===== src/design/stc_pkg.sv =====
`default_nettype none
// ----------------------------------------------------------------------------
// Serial time-of-day clock package
// Operation codes, access modes and configuration register indexes shared by
// the core and its checker.
// ----------------------------------------------------------------------------
package stc_pkg;

    localparam int unsigned CountWidth = 32;
    localparam int unsigned PtrWidth   = 5;
    localparam int unsigned CfgIdxWidth = 2;

    // Operation codes carried on the input channel
    typedef enum logic [2:0] {
        OP_TICK       = 3'd0,
        OP_SET_MODE   = 3'd1,
        OP_READ_PULSE = 3'd2,
        OP_SET_PULSE  = 3'd3,
        OP_CLEAR_IRQ  = 3'd4,
        OP_RELOAD     = 3'd5,
        OP_STATUS     = 3'd6
    } op_t;

    // Access modes for a set-mode operation
    typedef enum logic [1:0] {
        MODE_NONE  = 2'd0,
        MODE_READ  = 2'd1,
        MODE_SET   = 2'd2,
        MODE_CLEAR = 2'd3
    } mode_t;

    // Configuration register indexes
    typedef enum logic [CfgIdxWidth-1:0] {
        CFG_PRESET_TIME   = 2'd0,
        CFG_LOAD_ON_RESET = 2'd1
    } cfg_idx_t;

endpackage : stc_pkg
`default_nettype wire


===== src/design/serial_time_of_day_clock_core.sv =====
`default_nettype none
// ----------------------------------------------------------------------------
// Serial time-of-day clock core
// 32-bit seconds counter, read one bit at a time MSB first through a 5-bit
// pointer and set one byte at a time. One result per operation.
// ----------------------------------------------------------------------------
//
//  Channel   Direction  Handshake            Payload
//  --------  ---------  -------------------  --------------------------------
//  s_        in         s_valid / s_ready    op, access_mode, byte_index
//  m_        out        m_valid / m_ready    data_bit, interrupt_flag,
//                                            power_lost, time_count
//  cfg_      in         cfg_valid/cfg_ready  cfg_index, cfg_data
//
//  One operation per cycle: the state registers and the result register are
//  loaded at the same edge as the input transfer; the result appears on m_
//  in the next cycle. s_ready stays high while the result register is empty or
//  being drained, so transfers stream with no bubbles. A stall on m_ holds
//  the result and blocks s_. Reset (synchronous, aresetn low) clears the
//  count, pointer and flags and returns preset 0, load-on-reset 1.
//
module serial_time_of_day_clock_core
    import stc_pkg::*;
(
    input  wire logic                   aclk,
    input  wire logic                   aresetn,

    input  wire logic                   s_valid,
    output logic                        s_ready,
    input  wire logic [2:0]             s_op,
    input  wire logic [1:0]             s_access_mode,
    input  wire logic [1:0]             s_byte_index,

    output logic                        m_valid,
    input  wire logic                   m_ready,
    output logic                        m_data_bit,
    output logic                        m_interrupt_flag,
    output logic                        m_power_lost,
    output logic [CountWidth-1:0]       m_time_count,

    input  wire logic                   cfg_valid,
    output logic                        cfg_ready,
    input  wire logic [CfgIdxWidth-1:0] cfg_index,
    input  wire logic [CountWidth-1:0]  cfg_data
);

    // Configuration registers
    logic [CountWidth-1:0] preset_reg;
    logic                  load_reg;

    // Clock state
    logic [CountWidth-1:0] count_reg, count_next;
    logic [PtrWidth-1:0]   ptr_reg, ptr_next;
    logic                  irq_reg, irq_next;
    logic                  ploss_reg, ploss_next;

    // Result register
    logic                  m_valid_reg;
    logic                  bit_reg;
    logic                  s_xfer;

    assign cfg_ready = 1'b1;
    assign s_ready   = !m_valid_reg || m_ready;
    assign s_xfer    = s_valid && s_ready;

    // Next state for the operation on the input channel
    always_comb begin
        count_next = count_reg;
        ptr_next   = ptr_reg;
        irq_next   = irq_reg;
        ploss_next = ploss_reg;
        unique case (op_t'(s_op))
            OP_TICK: begin
                irq_next   = 1'b1;
                count_next = count_reg + CountWidth'(1);
            end
            OP_SET_MODE: begin
                if (mode_t'(s_access_mode) == MODE_READ) begin
                    ptr_next = '0;
                end else if (mode_t'(s_access_mode) == MODE_CLEAR) begin
                    count_next = '0;
                end
            end
            OP_READ_PULSE: begin
                ptr_next = ptr_reg + PtrWidth'(1);
            end
            OP_SET_PULSE: begin
                // byte increment, no carry into the next byte
                count_next[{s_byte_index, 3'b000} +: 8] =
                    count_reg[{s_byte_index, 3'b000} +: 8] + 8'd1;
                ploss_next = 1'b0;
            end
            OP_CLEAR_IRQ: begin
                irq_next = 1'b0;
            end
            OP_RELOAD: begin
                if (load_reg) begin
                    count_next = preset_reg;
                end
            end
            default: begin
                // status and unused code: no change
            end
        endcase
    end

    // Configuration writes
    always_ff @(posedge aclk) begin
        if (!aresetn) begin
            preset_reg <= '0;
            load_reg   <= 1'b1;
        end else if (cfg_valid) begin
            if (cfg_index == CFG_PRESET_TIME) begin
                preset_reg <= cfg_data;
            end else if (cfg_index == CFG_LOAD_ON_RESET) begin
                load_reg <= cfg_data[0];
            end
        end
    end

    // State and result register
    always_ff @(posedge aclk) begin
        if (!aresetn) begin
            count_reg   <= '0;
            ptr_reg     <= '0;
            irq_reg     <= 1'b0;
            ploss_reg   <= 1'b0;
            m_valid_reg <= 1'b0;
            bit_reg     <= 1'b0;
        end else begin
            if (s_xfer) begin
                count_reg   <= count_next;
                ptr_reg     <= ptr_next;
                irq_reg     <= irq_next;
                ploss_reg   <= ploss_next;
                // pointer 0 selects bit 31
                bit_reg     <= count_next[~ptr_next];
                m_valid_reg <= 1'b1;
            end else if (m_ready) begin
                m_valid_reg <= 1'b0;
            end
        end
    end

    // Result fields mirror the state left by the last transfer
    assign m_valid          = m_valid_reg;
    assign m_data_bit       = bit_reg;
    assign m_interrupt_flag = irq_reg;
    assign m_power_lost     = ploss_reg;
    assign m_time_count     = count_reg;

endmodule : serial_time_of_day_clock_core
`default_nettype wire


===== config.mk =====
export PLATFORM = sky130hd
export DESIGN_NAME = serial_time_of_day_clock_core
export DESIGN_NICKNAME = d
export VERILOG_FILES = /design/src/design/stc_pkg.sv /design/src/design/serial_time_of_day_clock_core.sv
export SDC_FILE = /design/constraint.sdc
export NUM_CORES = 1
export LEC_CHECK = 0
export BUFFER_PORTS_ARGS = -buffer_cell sky130_fd_sc_hd__buf_4
export CORE_MARGIN = 2
export CORE_UTILIZATION = 47
export CTS_BUF_LIST = sky130_fd_sc_hd__clkbuf_8
export CTS_CLUSTER_DIAMETER = 80
export CTS_CLUSTER_SIZE = 10
export DETAILED_ROUTE_END_ITERATION = 6
export PLACE_DENSITY_LB_ADDON = 0.15
export SLEW_MARGIN = 20
export SYNTH_ARGS = -nofsm -noshare
export SYNTH_HDL_FRONTEND = slang
export SYNTH_SLANG_ARGS = --single-unit

===== constraint.sdc =====
create_clock -name aclk -period 4.4 [get_ports aclk]
set_clock_uncertainty 0.15 [all_clocks]
set_input_delay 0.22 -clock aclk [delete_from_list [all_inputs] [get_ports aclk]]
set_output_delay 0.22 -clock aclk [all_outputs]
set_load 0.1 [all_outputs]

==> reports/qor.yml <==
antenna_found_initial: 0
critPathKind: "reg -> reg"
tightest_slew_ns: 1.06
p_leak_nw: 2.59
yosysWarnings: 0
clk_latency_ns: 0.38
holdPathStages: 2
crit_buf_inv: 0
rrSetupSlack_ns: 0.73
drcViolationCount: 0
dr.pass1.iters: 5
antenna_cells: 0
top_usage_layer: "met2"
crit_chain: "mux4_1 > ha_1 > xnor2_1 > a2bb2oi_1 > o21ai_1 > o221a_1 > a211oi_1 > nor3_1 > nor4_1 > o31ai_1"
vias: 6643
ir_worst_vdd_mv: 0.246
cp.depth: 10
cts_buffer_depth: 2
critPathSlowestCell: "mux4_1"
hpwl_mm: 17.4
cap_violations: 0
finalSetupViolCount: 0
slew-limit-headroom_pct: 29.0
synth.area.mux_share_pct: 5.01
vias_per_cell: 6.76
setup_tns_ns: 0
worst_hold_path_type: "in -> reg"
placed_cells: 935
fill_cells: 1093
r2r-end: "m_data_bit"
track_usage_pct: 37.7
slowest_delay_ns: 0.69
synth_area_sq_um: 5640
fin_nets: 886
status: "complete, no violations"
rsz0062_at_grt: "false"
start_util_pct: 47.6
synth.yosys.seq_area_share_pct: 25.9
drt-initial-drc-count: 976
cp_max_fo: 10
max_freq_ghz: 0.273
critPathArrivalTime_ns: 3.78
synth_compound_area_share_pct: 31.0
period_share_pct: 83.3
globalRouteMet2Util_pct: 55.1
drt-total-wl_mm: 24.2
path_delay_family: "compound AO/OA/AOI/OAI gates"
synthArstFlopShare_pct: 0
cts_resized: 0
cp-start-kind: "flop"
synth_cell_types: 98
min_to: "load_reg"
grt-ovfl-total: 0
floorplan.rows: 40
synthesis.nets: 806
syn_area_per_cell_sq_um: 7.50
timing.rr.start: "m_time_count[0]"
final_util_pct: 57.7
cts_tree: "yes"
synth_enable_flop_cells: 0
synth_xor_area_share_pct: 1.71
use_met3_pct: 8.98
grt_first_pass_wirelength_mm: 36.7
cp-end-kind: "flop"
place_congestion: 1.04
cts_buffers: 9
grt_pass1_vias: 6141
ios: 84
core_sq_um: 11900
synth_seq_cells: 73
timing.hold.ws_ns: 0.0279
die_height_microns: 114
detail-route-antenna-nets: 0
worstHoldStart: "aresetn"
required_ns: 4.52
die_x_microns: 114
final.min_clock_period_ns: 3.67
ys.flop_type: "dfxtp_1"
clkTransAtPathRegs_ns: 0.09
synth_top_family_by_area: "compound AO/OA/AOI/OAI gates"
hold_violations: 0
cts.htree.levels: 3
slew_violations: 0
detail_route.wl_per_cell_microns: 24.7
stdcell_count: 983
drive_gt1_share_pct: 18.4
use_met1_pct: 51.8
reg2reg_depth: 10
p_per_area_nw_per_um2: 302
synthSimpleGateAreaFrac_pct: 28.5
syn_inst: 752
synthAdderAreaFrac_pct: 1.77
design.die.area_sq_um: 12900
areaGrowthSynthToFinish_pct: 21.4
clkSinkCount: 73
numPortBuffers: 81
grt_max_degree: 46
cts_root_buf: "clkbuf_8"
-- worst register-to-register path, stage by stage (launching register included) --
cell and delay, ns:
dfxtp_1 0.44, mux4_1 0.69, ha_1 0.32, xnor2_1 0.66, a2bb2oi_1 0.20, o21ai_1 0.10
o221a_1 0.23, a211oi_1 0.21, nor3_1 0.12, nor4_1 0.33, o31ai_1 0.12
-- power breakdown --
part	total [mW]	switching (mW)	internal, mW	leakage [nW]
Clock	0.674	0.298	0.377	0.116
Combinational	0.632	0.431	0.201	1.88
Sequential	0.758	0.0645	0.694	0.596
Total	2.06	0.793	1.27	2.59
-- how the worst max path moves through the flow --
stage,from,to
finish,m_time_count[0],m_data_bit
global placement,s_byte_index[1],m_data_bit
global route,m_time_count[0],m_data_bit
CTS,m_time_count[0],m_data_bit
floorplan,m_time_count[0],m_data_bit
detailed placement,s_byte_index[1],m_data_bit
-- Yosys cell counts, types with 7 or more instances --
master | n | area, sq um
nand2_1 | 99 | 372
a21oi_1 | 78 | 390
dfxtp_1 | 73 | 1460
nor2_1 | 68 | 255
o21ai_0 | 42 | 210
clkbuf_1 | 28 | 105
nor3_1 | 27 | 135
nand3_1 | 25 | 125
buf_2 | 23 | 115
a211oi_1 | 18 | 135
inv_1 | 13 | 48.8
a221oi_1 | 11 | 96.3
and3_1 | 11 | 68.8
o211ai_1 | 10 | 75.1
nand4_1 | 9 | 56.3
ha_1 | 8 | 100
nor4_1 | 8 | 50.1
a31oi_1 | 7 | 43.8
and4_1 | 7 | 61.3
nand2b_1 | 7 | 43.8
nand3b_1 | 7 | 52.6
o31ai_1 | 7 | 52.6
xor2_1 | 7 | 61.3
-- cells by family (layout without fill, tap and decap cells) --
group | count (synthesis) | count (layout)
other cells | 2 | 2
simple gates | 314 | 314
mux | 16 | 16
compound gates | 255 | 255
flops | 73 | 73
xor+xnor | 11 | 11
buf+inv | 73 | 157
fa+ha+maj | 8 | 8
-- placed cells by master (no fill, tap or decap), drive strengths merged, types with 6 or more instances in the layout --
master       netlist  routed
and3              11      11
o22ai              6       6
o21a               6       6
mux4               8       8
ha                 8       8
nand2b             9       9
o21ai             47      47
a211oi            18      18
dlygate4sd3        0      33
nand2            100     100
a21oi             81      81
xor2               7       7
buf               31      96
nand4              9       9
o31ai              7       7
a221oi            11      11
nand3             26      26
and4               8       8
nand3b             7       7
a31oi              7       7
clkbuf            29       9
nor4               8       8
dfxtp             73      73
a21o               6       6
inv               13      13
and2               7       7
o211ai            10      10
nor3              27      27
nor2              69      69
-- metrics by stage --
| step | setup slack, ns | instance area, sq um | power (mW) |
|---|---|---|---|
| 2_1_floorplan | 0.966 | 5640 | 1.17 |
| 3_3_place_gp | 0.899 | 6280 | 1.36 |
| 3_5_place_dp | 0.797 | 6280 | 1.36 |
| 4_1_cts | 0.830 | 6850 | 2.05 |
| 5_1_grt | 0.604 | 6850 | 2.13 |
| 6_report | 0.734 | 6850 | 2.06 |
-- metal layers --
| layer | wire (microns) | part of all wire (%) |
|---|---|---|
| met5 | 0 | 0 |
| met4 | 1190 | 4.9 |
| met3 | 2730 | 11 |
| met2 | 10300 | 42 |
| met1 | 10000 | 41 |
-- repair_timing --
item                                   4_1_cts  5_1_grt
hold buffers                                33        0
setup buffers                                0        0
endpoints found under the hold margin       34        0
-- layout make-up --
class                      instances  area [sq um]  area share [%]
timing repair buffer             129          1050            15.4
tap                              147           184            2.69
clock buffer                       9           124            1.81
inverter                          13          48.8           0.713
sequential                        73          1460            21.3
multi-input combinational        606          3860            56.4
clock inverter                     6           115            1.68
No activity file was read; power rests on OpenSTA's default activity.
